==> src/rtl/lsc_pkg.sv <==
`default_nettype none
package lsc_pkg;
    localparam int COORD_WIDTH = 16;
    localparam int IW          = COORD_WIDTH + 4;
    localparam int DW          = COORD_WIDTH + 1;
    localparam int PW          = DW + IW + 1;
    localparam int CNT_W       = $clog2(PW + 1);
    localparam int MAX_PASSES  = 8;
    localparam int PASS_W      = $clog2(MAX_PASSES + 1);

    localparam logic [3:0] LEFT  = 4'd1;
    localparam logic [3:0] RIGHT = 4'd2;
    localparam logic [3:0] ABOVE = 4'd4;
    localparam logic [3:0] BELOW = 4'd8;

    localparam logic [1:0] REG_LEFT   = 2'd0;
    localparam logic [1:0] REG_RIGHT  = 2'd1;
    localparam logic [1:0] REG_TOP    = 2'd2;
    localparam logic [1:0] REG_BOTTOM = 2'd3;

    typedef struct packed {
        logic [7:0] left;
        logic [7:0] right;
        logic [7:0] top;
        logic [7:0] bottom;
    } window_t;

    typedef struct packed {
        logic signed [IW-1:0] x0;
        logic signed [IW-1:0] y0;
        logic signed [IW-1:0] x1;
        logic signed [IW-1:0] y1;
        logic signed [DW-1:0] dx;
        logic signed [DW-1:0] dy;
        logic [3:0]           c0;
        logic [3:0]           c1;
        logic [7:0]           colour;
    } entry_t;

    function automatic logic [3:0] region(logic signed [IW-1:0] x, logic signed [IW-1:0] y,
                                          window_t w);
        logic [3:0] c;
        c = 4'd0;
        if (x < $signed({{(IW-8){1'b0}}, w.left})) c = LEFT;
        else if (x > $signed({{(IW-8){1'b0}}, w.right})) c = RIGHT;
        if (y < $signed({{(IW-8){1'b0}}, w.top})) c = c | ABOVE;
        else if (y > $signed({{(IW-8){1'b0}}, w.bottom})) c = c | BELOW;
        return c;
    endfunction
endpackage
`default_nettype wire

==> src/rtl/lsc_front.sv <==
`default_nettype none
module lsc_front (
    input  wire logic            s_tvalid,
    output logic                 s_tready,
    input  wire logic [71:0]     s_tdata,
    input  wire lsc_pkg::window_t win,
    input  wire logic            q_full,
    output logic                 q_push,
    output lsc_pkg::entry_t      q_entry
);
    logic signed [lsc_pkg::COORD_WIDTH-1:0] sx, sy, ex, ey;

    assign sx = s_tdata[15:0];
    assign sy = s_tdata[31:16];
    assign ex = s_tdata[47:32];
    assign ey = s_tdata[63:48];

    assign s_tready = !q_full;
    assign q_push   = s_tvalid && !q_full;

    always_comb begin
        q_entry.x0     = lsc_pkg::IW'(sx);
        q_entry.y0     = lsc_pkg::IW'(sy);
        q_entry.x1     = lsc_pkg::IW'(ex);
        q_entry.y1     = lsc_pkg::IW'(ey);
        q_entry.dx     = lsc_pkg::DW'(ex) - lsc_pkg::DW'(sx);
        q_entry.dy     = lsc_pkg::DW'(ey) - lsc_pkg::DW'(sy);
        q_entry.c0     = lsc_pkg::region(q_entry.x0, q_entry.y0, win);
        q_entry.c1     = lsc_pkg::region(q_entry.x1, q_entry.y1, win);
        q_entry.colour = s_tdata[71:64];
    end
endmodule
`default_nettype wire

==> src/rtl/lsc_queue.sv <==
`default_nettype none
module lsc_queue (
    input  wire logic            aclk,
    input  wire logic            aresetn,
    input  wire logic            push,
    input  wire lsc_pkg::entry_t push_entry,
    input  wire logic            pop,
    output lsc_pkg::entry_t      head,
    output logic                 full,
    output logic                 empty
);
    lsc_pkg::entry_t mem_reg [2];
    logic wr_ptr_reg, rd_ptr_reg;
    logic [1:0] count_reg;

    assign full  = count_reg == 2'd2;
    assign empty = count_reg == 2'd0;
    assign head  = mem_reg[rd_ptr_reg];

    always_ff @(posedge aclk) begin
        if (push) mem_reg[wr_ptr_reg] <= push_entry;
    end

    always_ff @(posedge aclk) begin
        if (!aresetn) begin
            wr_ptr_reg <= 1'b0;
            rd_ptr_reg <= 1'b0;
            count_reg  <= 2'd0;
        end else begin
            if (push) wr_ptr_reg <= !wr_ptr_reg;
            if (pop)  rd_ptr_reg <= !rd_ptr_reg;
            count_reg <= count_reg + 2'(push) - 2'(pop);
        end
    end
endmodule
`default_nettype wire

==> src/rtl/lsc_div.sv <==
`default_nettype none
module lsc_div (
    input  wire logic                    aclk,
    input  wire logic                    aresetn,
    input  wire logic                    start,
    input  wire logic [lsc_pkg::PW-1:0]  dividend,
    input  wire logic [lsc_pkg::DW-1:0]  divisor,
    output logic                         done,
    output logic [lsc_pkg::PW-1:0]       quotient
);
    logic [lsc_pkg::DW-1:0]    rem_reg;
    logic [lsc_pkg::PW-1:0]    quo_reg;
    logic [lsc_pkg::DW-1:0]    den_reg;
    logic [lsc_pkg::CNT_W-1:0] cnt_reg;
    logic                      busy_reg, done_reg;
    logic [lsc_pkg::DW:0]      trial;
    logic                      fits;

    assign trial    = {rem_reg, quo_reg[lsc_pkg::PW-1]};
    assign fits     = trial >= {1'b0, den_reg};
    assign done     = done_reg;
    assign quotient = quo_reg;

    always_ff @(posedge aclk) begin
        if (start) begin
            rem_reg <= '0;
            quo_reg <= dividend;
            den_reg <= divisor;
        end else if (busy_reg) begin
            rem_reg <= fits ? lsc_pkg::DW'(trial - {1'b0, den_reg}) : lsc_pkg::DW'(trial);
            quo_reg <= {quo_reg[lsc_pkg::PW-2:0], fits};
        end
    end

    always_ff @(posedge aclk) begin
        if (!aresetn) begin
            busy_reg <= 1'b0;
            done_reg <= 1'b0;
            cnt_reg  <= '0;
        end else begin
            done_reg <= 1'b0;
            if (start) begin
                busy_reg <= 1'b1;
                cnt_reg  <= lsc_pkg::CNT_W'(lsc_pkg::PW);
            end else if (busy_reg) begin
                cnt_reg <= cnt_reg - 1'b1;
                if (cnt_reg == lsc_pkg::CNT_W'(1)) begin
                    busy_reg <= 1'b0;
                    done_reg <= 1'b1;
                end
            end
        end
    end
endmodule
`default_nettype wire

==> src/rtl/lsc_back.sv <==
`default_nettype none
module lsc_back (
    input  wire logic            aclk,
    input  wire logic            aresetn,
    input  wire lsc_pkg::window_t win,
    input  wire lsc_pkg::entry_t head,
    input  wire logic            q_empty,
    output logic                 q_pop,
    output logic                 m_tvalid,
    input  wire logic            m_tready,
    output logic [39:0]          m_tdata,
    output logic [0:0]           m_tuser
);
    localparam logic [2:0] ST_IDLE = 3'd0;
    localparam logic [2:0] ST_EVAL = 3'd1;
    localparam logic [2:0] ST_MUL  = 3'd2;
    localparam logic [2:0] ST_DIV  = 3'd3;
    localparam logic [2:0] ST_UPD  = 3'd4;
    localparam logic [2:0] ST_OUT  = 3'd5;

    localparam int IW = lsc_pkg::IW;
    localparam int DW = lsc_pkg::DW;
    localparam int PW = lsc_pkg::PW;

    logic [2:0]            state_reg;
    lsc_pkg::entry_t       seg_reg;
    logic [lsc_pkg::PASS_W-1:0] pass_reg;
    logic                  first_reg, yedge_reg, neg_reg, dzero_reg;
    logic signed [IW-1:0]  edge_reg;
    logic [DW-1:0]         ua_reg, ud_reg;
    logic [IW:0]           ub_reg;
    logic [PW-1:0]         prod;
    logic                  div_start, div_done;
    logic [PW-1:0]         div_q;
    logic                  valid_reg;
    logic [39:0]           data_reg;
    logic                  ok_reg;

    logic [3:0]            c;
    logic signed [IW-1:0]  ev;
    logic signed [DW-1:0]  a, d;
    logic signed [IW:0]    b;
    logic signed [IW-1:0]  qs, nx, ny;

    lsc_div u_div (
        .aclk     (aclk),
        .aresetn  (aresetn),
        .start    (div_start),
        .dividend (prod),
        .divisor  (ud_reg),
        .done     (div_done),
        .quotient (div_q)
    );

    assign q_pop     = state_reg == ST_IDLE && !q_empty;
    assign div_start = state_reg == ST_MUL;
    assign prod      = PW'(ua_reg) * PW'(ub_reg);
    assign m_tvalid  = valid_reg;
    assign m_tdata   = data_reg;
    assign m_tuser   = ok_reg;

    always_comb begin
        c = (seg_reg.c0 != 4'd0) ? seg_reg.c0 : seg_reg.c1;
        if ((c & lsc_pkg::ABOVE) != 4'd0) ev = $signed({{(IW-8){1'b0}}, win.top});
        else if ((c & lsc_pkg::BELOW) != 4'd0) ev = $signed({{(IW-8){1'b0}}, win.bottom});
        else if ((c & lsc_pkg::RIGHT) != 4'd0) ev = $signed({{(IW-8){1'b0}}, win.right});
        else ev = $signed({{(IW-8){1'b0}}, win.left});
        if ((c & (lsc_pkg::ABOVE | lsc_pkg::BELOW)) != 4'd0) begin
            a = seg_reg.dx;
            d = seg_reg.dy;
            b = (IW+1)'(ev) - (IW+1)'(seg_reg.y0);
        end else begin
            a = seg_reg.dy;
            d = seg_reg.dx;
            b = (IW+1)'(ev) - (IW+1)'(seg_reg.x0);
        end
        qs = dzero_reg ? '0 : (neg_reg ? -IW'(div_q) : IW'(div_q));
        if (yedge_reg) begin
            ny = edge_reg;
            nx = seg_reg.x0 + qs;
        end else begin
            nx = edge_reg;
            ny = seg_reg.y0 + qs;
        end
    end

    always_ff @(posedge aclk) begin
        case (state_reg)
            ST_IDLE: begin
                seg_reg  <= head;
                pass_reg <= '0;
            end
            ST_EVAL: begin
                first_reg <= seg_reg.c0 != 4'd0;
                yedge_reg <= (c & (lsc_pkg::ABOVE | lsc_pkg::BELOW)) != 4'd0;
                edge_reg  <= ev;
                neg_reg   <= a[DW-1] ^ b[IW] ^ d[DW-1];
                dzero_reg <= d == '0;
                ua_reg    <= a[DW-1] ? DW'(-a) : DW'(a);
                ub_reg    <= b[IW] ? (IW+1)'(-b) : (IW+1)'(b);
                ud_reg    <= d[DW-1] ? DW'(-d) : DW'(d);
            end
            ST_UPD: begin
                pass_reg <= pass_reg + 1'b1;
                if (first_reg) begin
                    seg_reg.x0 <= nx;
                    seg_reg.y0 <= ny;
                    seg_reg.c0 <= lsc_pkg::region(nx, ny, win);
                end else begin
                    seg_reg.x1 <= nx;
                    seg_reg.y1 <= ny;
                    seg_reg.c1 <= lsc_pkg::region(nx, ny, win);
                end
            end
            default: ;
        endcase
    end

    always_ff @(posedge aclk) begin
        if (!aresetn) begin
            state_reg <= ST_IDLE;
            valid_reg <= 1'b0;
        end else begin
            unique case (state_reg)
                ST_IDLE: if (!q_empty) state_reg <= ST_EVAL;
                ST_EVAL: begin
                    if (seg_reg.c0 == 4'd0 && seg_reg.c1 == 4'd0) begin
                        ok_reg    <= 1'b1;
                        data_reg  <= {seg_reg.colour, seg_reg.y1[7:0], seg_reg.x1[7:0],
                                      seg_reg.y0[7:0], seg_reg.x0[7:0]};
                        valid_reg <= 1'b1;
                        state_reg <= ST_OUT;
                    end else if ((seg_reg.c0 & seg_reg.c1) != 4'd0 ||
                                 pass_reg == lsc_pkg::PASS_W'(lsc_pkg::MAX_PASSES)) begin
                        ok_reg    <= 1'b0;
                        data_reg  <= {seg_reg.colour, 32'd0};
                        valid_reg <= 1'b1;
                        state_reg <= ST_OUT;
                    end else begin
                        state_reg <= ST_MUL;
                    end
                end
                ST_MUL: state_reg <= ST_DIV;
                ST_DIV: if (div_done) state_reg <= ST_UPD;
                ST_UPD: state_reg <= ST_EVAL;
                ST_OUT: begin
                    if (m_tready) begin
                        valid_reg <= 1'b0;
                        state_reg <= ST_IDLE;
                    end
                end
                default: state_reg <= ST_IDLE;
            endcase
        end
    end
endmodule
`default_nettype wire

==> src/rtl/line_segment_clipper.sv <==
// channel | dir | fields
// s_      | in  | tdata: start_x, start_y, end_x, end_y, colour
// m_      | out | tdata: clip_start_x, clip_start_y, clip_end_x, clip_end_y, colour_out;
//         |     | tuser: accepted
// apb     | in  | window_left, window_right, window_top, window_bottom at 0x0..0xC
// Each clip pass runs the EVAL, MUL, DIV and UPD states, DIV waiting on the shift-subtract
// divider; an item takes up to eight passes in the back end.
// A two-beat queue lets the front take beats while the back works or stalls.
// Reset is synchronous, active low; it empties the queue and drops m_tvalid.
`default_nettype none
module line_segment_clipper (
    input  wire logic        aclk,
    input  wire logic        aresetn,
    input  wire logic        s_tvalid,
    output logic             s_tready,
    input  wire logic [71:0] s_tdata,   // start_x, start_y, end_x, end_y, colour
    output logic             m_tvalid,
    input  wire logic        m_tready,
    output logic [39:0]      m_tdata,   // clip_start_x, clip_start_y, clip_end_x,
                                        // clip_end_y, colour_out
    output logic [0:0]       m_tuser,   // accepted
    input  wire logic        psel,
    input  wire logic        penable,
    input  wire logic        pwrite,
    input  wire logic [3:0]  paddr,
    input  wire logic [31:0] pwdata,
    output logic [31:0]      prdata,
    output logic             pready
);
    lsc_pkg::window_t win_reg;
    lsc_pkg::entry_t  push_entry, head;
    logic             q_push, q_pop, q_full, q_empty;

    assign pready = 1'b1;

    always_ff @(posedge aclk) begin
        if (!aresetn) begin
            win_reg.left   <= 8'd0;
            win_reg.right  <= 8'd255;
            win_reg.top    <= 8'd0;
            win_reg.bottom <= 8'd191;
        end else if (psel && penable && pwrite && paddr[1:0] == 2'd0) begin
            unique case (paddr[3:2])
                lsc_pkg::REG_LEFT:   win_reg.left   <= pwdata[7:0];
                lsc_pkg::REG_RIGHT:  win_reg.right  <= pwdata[7:0];
                lsc_pkg::REG_TOP:    win_reg.top    <= pwdata[7:0];
                lsc_pkg::REG_BOTTOM: win_reg.bottom <= pwdata[7:0];
                default: ;
            endcase
        end
    end

    always_comb begin
        unique case (paddr[3:2])
            lsc_pkg::REG_LEFT:   prdata = {24'd0, win_reg.left};
            lsc_pkg::REG_RIGHT:  prdata = {24'd0, win_reg.right};
            lsc_pkg::REG_TOP:    prdata = {24'd0, win_reg.top};
            lsc_pkg::REG_BOTTOM: prdata = {24'd0, win_reg.bottom};
            default:             prdata = 32'd0;
        endcase
    end

    lsc_front u_front (
        .s_tvalid (s_tvalid),
        .s_tready (s_tready),
        .s_tdata  (s_tdata),
        .win      (win_reg),
        .q_full   (q_full),
        .q_push   (q_push),
        .q_entry  (push_entry)
    );

    lsc_queue u_queue (
        .aclk       (aclk),
        .aresetn    (aresetn),
        .push       (q_push),
        .push_entry (push_entry),
        .pop        (q_pop),
        .head       (head),
        .full       (q_full),
        .empty      (q_empty)
    );

    lsc_back u_back (
        .aclk     (aclk),
        .aresetn  (aresetn),
        .win      (win_reg),
        .head     (head),
        .q_empty  (q_empty),
        .q_pop    (q_pop),
        .m_tvalid (m_tvalid),
        .m_tready (m_tready),
        .m_tdata  (m_tdata),
        .m_tuser  (m_tuser)
    );
endmodule
`default_nettype wire

==> config.mk <==
export PLATFORM = sky130hd
export DESIGN_NAME = line_segment_clipper
export DESIGN_NICKNAME = d
export VERILOG_FILES = /design/src/rtl/lsc_pkg.sv /design/src/rtl/lsc_front.sv /design/src/rtl/lsc_queue.sv /design/src/rtl/lsc_div.sv /design/src/rtl/lsc_back.sv /design/src/rtl/line_segment_clipper.sv
export SDC_FILE = /design/constraint.sdc
export NUM_CORES = 2
export LEC_CHECK = 0
export ABC_AREA = 1
export BUFFER_PORTS_ARGS = -buffer_cell sky130_fd_sc_hd__buf_2
export CAP_MARGIN = 5
export CORE_MARGIN = 5
export CORE_UTILIZATION = 50
export CTS_CLUSTER_SIZE = 8
export DETAILED_ROUTE_END_ITERATION = 7
export MAX_ROUTING_LAYER = met4
export PLACE_DENSITY = 0.73
export SLEW_MARGIN = 20
export SYNTH_ARGS = -nofsm -noshare
export SYNTH_HDL_FRONTEND = slang
export SYNTH_HIERARCHICAL = 1
export SYNTH_SLANG_ARGS = --single-unit
==> constraint.sdc <==
create_clock -name aclk -period 17.73 [get_ports aclk]
set_clock_uncertainty 0.15 [all_clocks]
set_input_delay 4.4325 -clock aclk [delete_from_list [all_inputs] [get_ports aclk]]
set_output_delay 4.4325 -clock aclk [all_outputs]
set_load 0.01 [all_outputs]
==> reports/results.txt <==
arrival time at the worst endpoint = 5670 ps
Max Fclk = 97.5 MHz
library cell used as clock root buffer = sky130_fd_sc_hd__clkbuf_16
final WL = 111 mm
nature of the critical path endpoint = primary output
vias per std cell = 5.18
critical-path cell list = buf_2, nor2_2, nand2_1, o2111ai_1, buf_2
number of global-route vias before repair = 34161
# clock sinks = 551
setup violators final = 0
critical path startpoint category = input pin
initial core utilization = 0.503
maximum number of pins on one net before global-route repair = 85
layer with the highest usage after global routing = met2
post-CTS setup repair buffer count = 0
CP Class = input pin to primary output
GRT overflow = 0
number of inserted filler cells in the final layout = 8092
Resized Gates After CTS = 0
number of buffers on the longest clock path = 3
number of buffers inserted during clock tree synthesis = 80
non-filler cells, final = 6632
number of flip-flops under the largest register name = 212
input/output buffers = 141
number of placed cells counting well taps = 6501
Synthesis Warnings = 6
number of nets at the end of the flow = 6120
grt met3 use = 0.0304
reported max-cap violation count = 0
time the final worst path needs with I/O delays and setup = 10260 ps
most repeated library cell on the critical path = sky130_fd_sc_hd__buf_2
post-route antenna net violation count = 0
commonest cells after routing, fill and taps aside = sky130_fd_sc_hd__nand2_1 (1511), sky130_fd_sc_hd__inv_1 (1070), sky130_fd_sc_hd__edfxtp_1 (485)
number of buffers inserted by hold repair at cts = 0
path class of the lowest-slack min-delay path = flop to flop
io pins = 191
most common library cell in the layout ignoring fill and taps = sky130_fd_sc_hd__nand2_1
die height = 311 um
worst slew margin relative to its limit = 0.297
clock latency at the later pin of the worst-skew pair = 610 ps
Pre-Repair DR Iteration Count = 6
placed standard-cell area = 46300 um^2
setup slack at placement = 7500 ps
dpl hpwl = 86.0 mm
met1 usage in global routing = 0.306
final critical-path share of the clock period = 0.578
met2 track demand over resource = 0.388
stage delay of the slowest cell on the critical path = 660 ps
cell area after technology mapping = 45200 um^2
relative area change from synthesis to final layout = 7.43%
cell depth of the worst flop-to-flop path = 24
RSZ-0062 raised after global routing = no
cell with the largest stage delay on the worst path = sky130_fd_sc_hd__nor2_2
number of H-tree levels = 3
final count of pins violating max slew = 0
DRC errors left = 0
sum of negative setup slack = 0 ps
core region area = 89900 um^2
chip width = 311 um
routability congestion estimate from global placement = 0.954
Die Outline Area = 96600 um^2
number of endpoints with negative hold slack in the final report = 0
synthesized netlist cell count = 5381
ratio of cells with drive above 1 in the final layout = 0.0910
CTS tree = built
global-route wire length before repair = 179 mm
Avg Cell Area, Syn = 8.41 um^2
DR WL/cell = 16.7 um
number of vias after detailed routing = 34328
worst hold path cell count = 0
result of the run = finished, final reports clean
CP Max Fanout = 17
initial drt markers = 2563
final worst-path setup slack = 7470 ps
Required @ worst endpoint = 13150 ps
All-Layer GR Usage = 0.235
antenna violations before repair = 3
transition time at the pin with the least slew margin = 1060 ps
count of standard-cell rows = 110
clock slew seen by the registers of the worst setup and hold paths = 50 ps
total non-filler cell area in the finished layout = 48600 um^2
path summary, 6_finish.rpt:
check / start / to / slack, ps
max: paddr[3] / prdata[6] / 7470
min: u_back/ud_reg[6] / u_back/u_div/den_reg[6] / 270
max reg2reg: u_back/ua_reg[4] / u_back/u_div/quotient[29] / 10570
min reg2reg: u_back/ud_reg[6] / u_back/u_div/den_reg[6] / 270
per-stage QoR:
| step | util | hold slack [ps] |
|---|---|---|
| floorplan | - | 250 |
| global placement | 0.515 | 250 |
| detailed placement | 0.515 | 255 |
| CTS | 0.541 | 268 |
| global route | 0.541 | 273 |
| finish | 0.541 | 266 |
metal layers:
layer	part of all wire	routed length, um	vias to the layer above
met5	0	0	-
met4	0.029	3240	0
met3	0.064	7060	211
met2	0.48	52800	1017
met1	0.43	47500	16309
li1	-	-	16791
final cells by class:
type | count | area [um^2] | share of cell area
antenna | 3 | 7.51 | 0.000155
sequential | 551 | 15900 | 0.327
clock inverter | 5 | 67.6 | 0.00139
tap | 1176 | 1470 | 0.0303
clock buffer | 123 | 2250 | 0.0463
inverter | 1104 | 4150 | 0.0854
timing repair buffer | 165 | 886 | 0.0182
multi-input combinational | 3505 | 23900 | 0.491
worst max-delay path: cells and delay by family:
family	cells	cell delay [ps]
AOI/OAI and AO/OA	1	160
and+or+nand+nor	2	760
buffers and inverters	2	320
Power is not shown: default switching activity piles up to over one toggle a cycle in this logic, so the estimate is an artifact.
